===== config.mk =====
export PLATFORM = sky130hd
export DESIGN_NAME = aabb_ct_axis
export DESIGN_NICKNAME = d
export VERILOG_FILES = /design/src/hw/rtl/aabb_ct_pkg.sv /design/src/hw/rtl/aabb_ct_axis.sv
export SDC_FILE = /design/constraint.sdc
export NUM_CORES = 1
export LEC_CHECK = 0
export BUFFER_PORTS_ARGS = -buffer_cell sky130_fd_sc_hd__buf_4
export CAP_MARGIN = 30
export CORE_AREA = 2 2 133 161
export DETAILED_ROUTE_END_ITERATION = 7
export DIE_AREA = 0 0 135 163
export SKIP_LAST_GASP = 1
export SLEW_MARGIN = 20
export SYNTH_ARGS = -nofsm -noshare
export SYNTH_HDL_FRONTEND = slang
export SYNTH_SLANG_ARGS = --single-unit

===== constraint.sdc =====
create_clock -name vclk -period 4.9
set_input_delay 0.245 -clock vclk [all_inputs]
set_output_delay 0.245 -clock vclk [all_outputs]
set_load 0.02 [all_outputs]

===== src/hw/rtl/aabb_ct_pkg.sv =====
// shared types and constants of the box contact tracker
`timescale 1ns / 1ps
`default_nettype none

package aabb_ct_pkg;

  localparam int unsigned ID_W   = 6;
  localparam int unsigned POS_W  = 24;
  localparam int unsigned SIZE_W = 23;
  localparam int unsigned CMP_W  = 28;
  localparam int unsigned EV_W   = 2;

  localparam logic OP_TEST  = 1'b0;
  localparam logic OP_CLEAR = 1'b1;

  typedef enum logic [EV_W-1:0] {
    EV_NONE  = 2'd0,
    EV_ENTER = 2'd1,
    EV_STAY  = 2'd2,
    EV_EXIT  = 2'd3
  } contact_event_e;

  // write-back of one contact bit
  typedef struct packed {
    logic wr_en;
    logic touching;
  } pair_update_t;

endpackage

`default_nettype wire


===== src/hw/rtl/aabb_ct_axis.sv =====
// strict overlap test of two boxes along one axis in doubled fixed point
`timescale 1ns / 1ps
`default_nettype none

module aabb_ct_axis (
  input  wire logic signed [aabb_ct_pkg::POS_W-1:0]  left_pos_i,
  input  wire logic        [aabb_ct_pkg::SIZE_W-1:0] left_size_i,
  input  wire logic signed [aabb_ct_pkg::POS_W-1:0]  right_pos_i,
  input  wire logic        [aabb_ct_pkg::SIZE_W-1:0] right_size_i,
  output logic                                       overlap_o
);

  localparam int unsigned PadPos  = aabb_ct_pkg::CMP_W - aabb_ct_pkg::POS_W - 1;
  localparam int unsigned PadSize = aabb_ct_pkg::CMP_W - aabb_ct_pkg::SIZE_W;

  logic signed [aabb_ct_pkg::CMP_W-1:0] left_c;
  logic signed [aabb_ct_pkg::CMP_W-1:0] right_c;
  logic signed [aabb_ct_pkg::CMP_W-1:0] diff;
  logic signed [aabb_ct_pkg::CMP_W-1:0] diff_neg;
  logic signed [aabb_ct_pkg::CMP_W-1:0] size_sum;

  // doubled centers
  assign left_c  = $signed({{PadPos{left_pos_i[aabb_ct_pkg::POS_W-1]}}, left_pos_i, 1'b0})
                 + $signed({{PadSize{1'b0}}, left_size_i});
  assign right_c = $signed({{PadPos{right_pos_i[aabb_ct_pkg::POS_W-1]}}, right_pos_i, 1'b0})
                 + $signed({{PadSize{1'b0}}, right_size_i});

  assign diff     = left_c - right_c;
  assign diff_neg = right_c - left_c;
  assign size_sum = $signed({{PadSize{1'b0}}, left_size_i})
                  + $signed({{PadSize{1'b0}}, right_size_i});

  assign overlap_o = (diff < size_sum) && (diff_neg < size_sum);

endmodule

`default_nettype wire


=== Word level (Yosys, flattened, before mapping) ===
Index checks and enable logic that the tools add are counted.

* Add/sub/neg operators: 5
* Magnitude comparators: 2
* Reduce and logical (&&, ||, !) cells: 1

{| class="wikitable"
|+ Operators with widths
! operator !! number
|-
| $lt A27 B25 Y1 || 2
|-
| $sub A26 B26 Y27 || 2
|-
| $add A25 B24 Y26 || 2
|-
| $add A23 B23 Y24 || 1
|-
| $logic_and A1 B1 Y1 || 1
|}

* Flip-flop bits (word level): 0
* Input bits: 94
* Output and inout bits: 1
* Word-level logic and storage cells: 8

=== Depth between registers and ports, before layout ===
Gate-level depths: netlist of run 1.

* Depth after elaboration: 4
* Depth in mapped cells: 30
* Depth with buffers taken out: 29

=== Worst setup path after synthesis of run 1 ===
Ideal clock, no wire load.

* Kind: in2out
* Start: input right_pos_i[0] (netlist name)
* End: output overlap_o
* Arrival time: 5.272 ns
* Required time: 4.655 ns
* Path slack: -0.617 ns
* Cell stages on the path: 28
* Cells stage by stage: ha_1 inv_1 fa_1 nor2b_1 o31a_1 o41a_1 nor2_1 o21bai_1 a21oi_1 o21bai_1 a21o_1 xor2_1 ha_1 clkbuf_1 nand3_1 o211ai_1 a21oi_1 xnor2_1 ha_1 or4_1 a221oi_1 o21ai_0 o22ai_1 o21a_1 o21ai_0 a21o_1 nor4b_2 o31a_1

* Word-level cells in the longest chain between the ends: 4
* Elaborated cells on any way between the ends: 6
* Classes of those cells: 3 x add/sub; 2 x order compare; 1 x reduce/logical

{| class="wikitable"
|+ Ends and longest elaborated chain
! what !! RTL line !! source
|-
| start, declared || aabb_ct_axis.sv:8 || <nowiki>input wire logic signed [aabb_ct_pkg::POS_W-1:0] right_pos_i,</nowiki>
|-
| $add A25 B24 Y26 (*) || aabb_ct_axis.sv:26 || <nowiki>+ $signed({{PadSize{1'b0}}, right_size_i});</nowiki>
|-
| $sub A26 B26 Y27 (on tied branches) || aabb_ct_axis.sv:28, aabb_ct_axis.sv:29 ||
|-
| $lt A27 B25 Y1 || aabb_ct_axis.sv:33 || <nowiki>assign overlap_o = (diff < size_sum) && (diff_neg < size_sum);</nowiki>
|-
| $logic_and A1 B1 Y1 (*) || aabb_ct_axis.sv:33 ||
|-
| end, declared || aabb_ct_axis.sv:10 || <nowiki>output logic overlap_o</nowiki>
|}

Every way passes the cells marked *; elsewhere a longest branch is shown, timed or not.

=== Worst setup path in the final report of run 1 ===
* Start: input right_size_i[1] (netlist name)
* End: output overlap_o

* Word-level cells in the longest chain between the ends: 4
* Elaborated cells on any way between the ends: 7
* Classes of those cells: 4 x add/sub; 2 x order compare; 1 x reduce/logical

{| class="wikitable"
|+ Ends and longest elaborated chain
! what !! RTL line !! source
|-
| start, declared || aabb_ct_axis.sv:9 || <nowiki>input wire logic [aabb_ct_pkg::SIZE_W-1:0] right_size_i,</nowiki>
|-
| $add A25 B24 Y26 || aabb_ct_axis.sv:26 ||
|-
| $sub A26 B26 Y27 (on tied branches) || aabb_ct_axis.sv:28, aabb_ct_axis.sv:29 ||
|-
| $lt A27 B25 Y1 || aabb_ct_axis.sv:33 ||
|-
| $logic_and A1 B1 Y1 (*) || aabb_ct_axis.sv:33 ||
|}

Marked as above.

==> metrics, run 1 <==
Yosys top cell by area ha_1; Max Fclk 169 MHz; Inst Count DP 1590; slowest stage delay, CP 450 ps; routability cong. 0.935; Worst Setup Slack, final -1020 ps; failing checks setup timing; Setup TNS -1020 ps; fin crit period 5920 ps; number of global-route vias before repair 8371; Slew @ Worst Pin 567 ps; Setup crit end kind primary output; Arr. time, crit path 5670 ps; Initial Utilization 34.1%; RSZ-0062 raised after global routing yes; pre-CTS setup slack -1120 ps; via count 8254; die height 163 um; Max IR drop VDD 0.210 mV; logic gate share of total power 100.0%; Clock buffer cells 0; commonest non-fill, non-tap cell in the layout buf_4; most frequent cells in the layout buf_4 (384), ha_1 (158), inv_1 (80); Setup-failing EPs final 1; multi-input logic area 0.00685 sq mm; largest net degree at the start of global routing 13; CTS Hold Bufs 0; Synth Cell Area 0.00703 sq mm; Crit-path slowest cell o41a_1; 1st-pass router iterations 5; mean routed wirelength per cell 15.4 um; drt drc 0; final hold violations 0; Net Sw Frac 49.9%; Pwr Density 392 mW/mm^2; Finished Layout Cells 1593; # IOs 95; Synth top area share 29.4%; MaxCap Viol Count 0; routed wire length 24600 um; P_int 2040 uW; IO buf count 95; Leak 0.00538 uW; sequential share of power 0%; die width 135 um; synth top area cells ha_1 (29%), xnor2_1 (9.5%), a21oi_1 (6.1%); Post-DRT Antenna Nets 0; HPWL after DPL 21800 um; Critical Path Fanout Max 9; Setup crit start kind primary input; Setup crit end overlap_o; Final Cycle Share 121%; sequential area share after synthesis 0%; WP depth 31; initial antenna violation count 0; GRT overflow 0; Via density 5.18; status complete, but fails checks; Psw 2030 uW; Slew HR 61.9%; share of total power in the clock network 0%; Global Route Usage Sum 22.0%; first-pass GRT wire length 39600 um; Crit Path Category in -> out; HP Class in -> out; WP data required 4660 ps; Hold WS 1260 ps; final net count 1589; Sequential cell area 0 sq um; Syn Inst Count 960; die area 0.0220 sq mm; worst path bufs/invs 4; CP top delay family compound AO/OA/AOI/OAI gates; FP Rows 58; Synth warnings 0; Synth cell types 69; share of layout cells above drive strength 1 33.9%; area delta synth->final 47.9%; core footprint 0.0206 sq mm; Fill cells 2115; DR iter-0 viols 346; Antenna diodes 0; most frequent CP cell a21o_1; beginning of the critical path right_size_i[1]; syn avg cell area 7.33 sq um; Syn Nets 1224; max-slew violation count 0; seq_cells 0
-- power groups by stage --
stage | clock network (uW) | logic, uW | registers, uW
after global routing | 0 | 4500 | 0
after global placement | 0 | 3810 | 0
after floorplan | 0 | 2270 | 0
after CTS | 0 | 3960 | 0
final | 0 | 4080 | 0
after detailed placement | 0 | 3860 | 0
-- layer usage --
layer	routed length [um]	share of wire, %	GRT usage, %
met5	0	0	0
met4	1440	5.8	10.1
met1	9810	40	23.8
met2	12800	52	43.7
met3	528	2.1	0.591
-- synthesized netlist by cell type, drive strengths merged, types with 6 or more instances --
library cell / n
nand3: 21
inv: 81
and3: 9
nor2: 74
or3: 6
o21a: 19
o211ai: 15
nor3: 21
ha: 165
nand4: 10
xor2: 36
or2: 8
nor2b: 16
nand2b: 12
a2111oi: 6
xnor2: 76
a211oi: 12
o21bai: 20
a21oi: 87
a31oi: 15
o21ai: 49
clkbuf: 19
nand2: 44
a21o: 54
o31ai: 10
-- cell families (layout without fill, tap and decap cells) --
group / Yosys count / count (layout) / synth area share (%)
compound gates: 337 / 337 / 33.1
simple gates: 237 / 237 / 16.5
fa+ha+maj: 170 / 170 / 30.8
xor+xnor: 112 / 112 / 13.9
buf+inv: 104 / 467 / 5.66
-- what timing repair did --
item                       CTS  global route
pin swaps                    5            22
cloned                       0             0
gates resized for setup     19            29
setup endpoints to repair    1             1
buffers inserted             1             2
hold endpoints to repair     0             0
-- area by class of cell --
type,instances,area share (%)
multi-input combinational,856,65.9
timing repair buffer,386,27.9
tap,270,3.25
inverter,81,2.92
-- how the worst min path moves through the flow --
stage                    start  slack (ps)         to  cells after the start
6_report       right_pos_i[22]        1260  overlap_o                      7
5_1_grt        right_pos_i[22]        1370  overlap_o                      7
2_1_floorplan  right_pos_i[22]        1060  overlap_o                      5
4_1_cts        right_pos_i[22]        1270  overlap_o                      7
3_3_place_gp   right_pos_i[22]        1250  overlap_o                      7
3_5_place_dp   right_pos_i[22]        1270  overlap_o                      7
-- stage by stage --
step / utilization [%] / instance area, sq um / total power (uW)
3_3_place_gp: 49.3 / 10200 / 3810
6_report: 50.5 / 10400 / 4080
3_5_place_dp: 49.3 / 10200 / 3860
5_1_grt: 50.5 / 10400 / 4500
4_1_cts: 49.8 / 10300 / 3960
2_1_floorplan: - / 7060 / 2270
Note: power is estimated with default switching activity, not from simulation.
==> inputs of run 2 (changes only) <==
Settings changed: CORE_AREA 2 2 133 161 to 2 2 145 147, DIE_AREA 0 0 135 163 to 0 0 147 149.
==> run 2 against run 1 <==
Against the previous run: the run still ends with setup timing left; design area fell by 1.9%; cell count decreased by 0.13%; total power is 6.6% lower; die area down 0.46%; core utilization shrank 0.84 points; worst setup slack got worse by 29 ps; non-clock buffer count down 7; via count is 1.2% lower; first-iteration DRC count decreased by 0.29%.
==> metrics, run 2 (same netlist as run 1, synthesis figures left out) <==
WP data required 4660 ps (about the same); commonest non-fill, non-tap cell in the layout buf_4; Leak 0.00531 uW (-1.2%); largest net degree at the start of global routing 13 (unchanged); mean routed wirelength per cell 14.7 um (-4.6%); Post-DRT Antenna Nets 0 (unchanged); Global Route Usage Sum 20.9% (-1.1 points); most frequent CP cell a21o_1; pre-CTS setup slack -1290 ps (-160 ps); die height 149 um (-8.6%); Setup TNS -1050 ps (-29.2 ps); DR iter-0 viols 345 (-0.29%); beginning of the critical path right_pos_i[0]; Crit-path slowest cell o41a_1; routability cong. 0.913 (-2.3%); Fill cells 2051 (-3.0%); Initial Utilization 34.2% (+0.087 points); 1st-pass router iterations 5 (unchanged); Hold WS 1260 ps (-0.410 ps); Max IR drop VDD 0.127 mV (-40%); area delta synth->final 45.0%; seq_cells 0 (unchanged); most frequent cells in the layout buf_4 (379), ha_1 (162), inv_1 (81); IO buf count 95 (unchanged); placed cell area 0.0101 sq mm (-0.31%); Final Cycle Share 121% (+0.60 points); worst path bufs/invs 5 (+1); max-slew violation count 0 (unchanged); fin crit period 5950 ps (+29.2 ps); routed wire length 23400 um (-4.7%); die area 0.0219 sq mm (-0.46%); final net count 1582 (-0.44%); Critical Path Fanout Max 4 (-5); Via density 5.13 (-1.0%); Worst Setup Slack, final -1050 ps (-29.2 ps); number of global-route vias before repair 7867 (-6.0%); die width 147 um (+8.9%); Antenna diodes 0 (unchanged); Crit Path Category in -> out; FP Rows 53 (-8.6%); Pwr Density 373 mW/mm^2 (-4.7%); Sequential cell area 0 sq um (unchanged); Setup crit start kind primary input; Setup-failing EPs final 1 (unchanged); CTS Hold Bufs 0 (unchanged); GRT overflow 0 (unchanged); initial antenna violation count 0 (unchanged); drt drc 0 (unchanged); share of layout cells above drive strength 1 31.8% (-2.1 points); Max Fclk 168 MHz (-0.49%); Arr. time, crit path 5700 ps (+30 ps); post-route cell area 0.0102 sq mm (-1.9%); # IOs 95 (unchanged); RSZ-0062 raised after global routing yes; status complete, but fails checks; first-pass GRT wire length 38200 um (-3.6%); via count 8159 (-1.2%); final hold violations 0 (unchanged); HP Class in -> out; Clock buffer cells 0 (unchanged); core footprint 0.0206 sq mm (-0.26%); Setup crit end kind primary output; Pwr Total 3810 uW (-6.6%); slowest stage delay, CP 370 ps (-80 ps); Slew HR 56.7% (-5.2 points); hold_sp right_pos_i[22]; failing checks setup timing; CP top delay family compound AO/OA/AOI/OAI gates; Slew @ Worst Pin 644 ps (+76.7 ps); HPWL after DPL 21100 um (-3.1%); MaxCap Viol Count 0 (unchanged)
[run 2: metal layers]
metal,global-route usage [%],share of wire [%],vias to the layer above,routed length (um)
met5,0,0,-,0
met3,0.642,3.5,14,816
li1,-,-,4232,-
met1,31.1,51,3749,12000
met4,1.35,0.71,0,167
met2,35.2,44,164,10400
[run 2: metrics by stage]
step | util [%] | std cells
after floorplan | - | 960
final | 49.6 | 1591
after global placement | 49.3 | 1590
after detailed placement | 49.3 | 1590
after CTS | 49.5 | 1591
after global routing | 49.6 | 1591
[run 2: final timing paths]
path	to	slack [ps]	cells after the start
hold / removal	overlap_o	1260	7
setup / recovery	overlap_o	-1050	30
[run 2: layout make-up]
| cell class | instances | area (sq um) | share of cell area (%) |
|---|---|---|---|
| inverters | 81 | 304 | 2.98 |
| multi-input cells | 856 | 6710 | 65.8 |
| well taps | 275 | 344 | 3.37 |
| repair buffers | 379 | 2850 | 27.9 |
[run 2: repair_timing]
item	CTS	global route
buffers inserted	1	0
setup endpoints to repair	1	1
resized for setup	9	8
cloned	0	0
pin swaps	2	1
[run 2: report_power, final]
group          switching [uW]  internal, uW
registers                   0             0
clock network               0             0
logic                    1930          1880
total                    1930          1880
==> inputs of run 3 (changes only) <==
Settings changed: ABC_AREA set to 1, CORE_AREA 2 2 145 147 to 2 2 154 156, DIE_AREA 0 0 147 149 to 0 0 156 158.
Clock period 4.9 ns to 5.2 ns, I/O delays scaled along.
==> run 3 against run 2 <==
Against the previous run: the run now ends clean; non-clock buffer count down 276; worst setup slack better by 1300 ps; cell count up 5.5%; via count up 4.2%; clock-buffer cell count unchanged; hold slack better by 170 ps; total power down 21%; synthesized area up 12%; critical path depth unchanged; critical path type unchanged; largest cell class unchanged.
==> metrics, run 3 <==
Syn Inst Count 1301 (+36%); first-pass GRT wire length 41500 um (+8.7%); Slew HR 63.0% (+6.3 points); most frequent cells in the layout nand2_1 (304), inv_1 (203), ha_1 (161); final net count 1655 (+4.6%); HPWL after DPL 24300 um (+15%); via count 8502 (+4.2%); 1st-pass router iterations 5 (unchanged); HP Class in -> out; DR iter-0 viols 429 (+24%); largest net degree at the start of global routing 9 (-4); synth cell count leaders nand2_1 (306), inv_1 (203), ha_1 (165), a21oi_1 (130), nor2_1 (88); Slew @ Worst Pin 548 ps (-95.5 ps); drt drc 0 (unchanged); Critical Path Fanout Max 5 (+1); RSZ-0062 raised after global routing no; CTS Hold Bufs 0 (unchanged); synth top area cells ha_1 (26%), nand2_1 (15%), inv_1 (9.7%); number of global-route vias before repair 8406 (+6.9%); share of layout cells above drive strength 1 13.5% (-18 points); area delta synth->final 14.0%; Via density 5.06 (-1.3%); # IOs 95 (unchanged); routed wire length 26500 um (+13%); routability cong. 0.958 (+4.9%); Yosys top cell by area ha_1; top-count cell post-synth nand2_1; IO buf count 95 (unchanged); slowest stage delay, CP 390 ps (+20 ps); Pwr Density 336 mW/mm^2 (-10%); Setup TNS 0 ps (+1050 ps); fin crit period 4920 ps; Arr. time, crit path 4660 ps (-1040 ps); Initial Utilization 34.2% (about the same); GRT overflow 0 (unchanged); Global Route Usage Sum 21.1% (+0.21 points); Leak 0.00491 uW (-7.6%); Max IR drop VDD 0.107 mV (-16%); syn avg cell area 6.06 sq um (-17%); Syn Nets 1565 (+28%); Clock buffer cells 0 (unchanged); mean routed wirelength per cell 15.8 um (+7.2%); die height 158 um (+6.0%); Crit-path slowest cell ha_1; status completed; Final Cycle Share 94.7%; sequential area share after synthesis 0% (unchanged); Util after Layout 39.0% (-11 points); Post-DRT Antenna Nets 0 (unchanged); FP Rows 56 (+5.7%); most frequent CP cell nand2_1; Setup crit start kind primary input; Synth top area share 26.2% (-3.2 points); core footprint 0.0231 sq mm (+12%); Synth cell types 46 (-33%); max-slew violation count 0 (unchanged); commonest non-fill, non-tap cell in the layout nand2_1; Crit Path Category in -> out; Sequential cell area 0 sq um (unchanged); die width 156 um (+6.1%); WP data required 4940 ps (+280 ps); Setup crit end kind primary output; Fill cells 2550 (+24%); die area 0.0246 sq mm (+13%); Antenna diodes 0 (unchanged); Synth Cell Area 0.00788 sq mm (+12%); Setup-failing EPs final 0 (-1); Max Fclk 203 MHz; seq_cells 0 (unchanged); initial antenna violation count 0 (unchanged); multi-input logic area 0.00703 sq mm (+4.8%); MaxCap Viol Count 0 (unchanged); final hold violations 0 (unchanged); Synth warnings 0 (unchanged)
-- run 3: cell count changes after synthesis, moves of 15 or more --
cell      delta
xor2_1      +41
clkbuf_1    -19
a21o_1      -39
o21ai_1     +18
nand3_1     +36
nor2b_1     -15
xnor2_1     -46
inv_1      +122
nand2_1    +262
a21oi_1     +44
o21a_1      -17
-- run 3: metrics by stage --
| stage | setup slack [ps] | hold slack (ps) | cell area [sq um] | std cells | power, uW |
|---|---|---|---|---|---|
| 2_1_floorplan | 796 | 1020 | 7880 | 1301 | 2230 |
| 3_3_place_gp | 259 | 1410 | 8930 | 1679 | 2960 |
| 3_5_place_dp | 157 | 1430 | 8930 | 1679 | 2980 |
| 4_1_cts | 131 | 1420 | 8930 | 1679 | 3000 |
| 5_1_grt | 1.62 | 1480 | 8980 | 1679 | 3420 |
| 6_report | 276 | 1430 | 8980 | 1679 | 3020 |
-- run 3: final cells by class --
type	count	area share [%]
inverters	217	9.07
multi-input cells	1069	78.3
well taps	290	4.04
repair buffers	103	8.61
-- run 3: cells by family after synthesis --
group                    count (synthesis)  synth area share, %
AO/OA/AOI/OAI                          268                 20.0
XOR/XNOR                               108                 12.1
adder cells (fa/ha/maj)                170                 27.5
buffers and inverters                  232                 11.4
AND/OR/NAND/NOR                        523                 29.0
-- run 3: final timing paths --
check	depth (start not counted)	start	end
setup / recovery	30	right_pos_i[10]	overlap_o
hold / removal	7	left_pos_i[23]	overlap_o
-- run 3: power by group --
part	total, uW	internal, uW	switching (uW)
Sequential	0	0	0
Clock	0	0	0
Combinational	3020	1120	1900
Total	3020	1120	1900
-- run 3: timing repair --
item,CTS,global route
setup endpoints to repair,0,1
setup buffers,0,0
resized for setup,0,13
-- run 3: metal layers --
layer	routed length, um	share of wire [%]	vias to the layer above	track usage (%)
met3	940	3.5	33	0.876
met2	12500	47	180	38.3
met1	12300	46	3856	27.6
met4	726	2.7	0	5.07
li1	-	-	4433	-
met5	0	0	-	0
-- run 3: worst max-delay path, delay by kind of cell --
kind            cells  cell delay [ps]
buf+inv             5              430
fa+ha+maj           3             1070
compound gates     10             1570
simple gates       10              790
xor+xnor            2              500
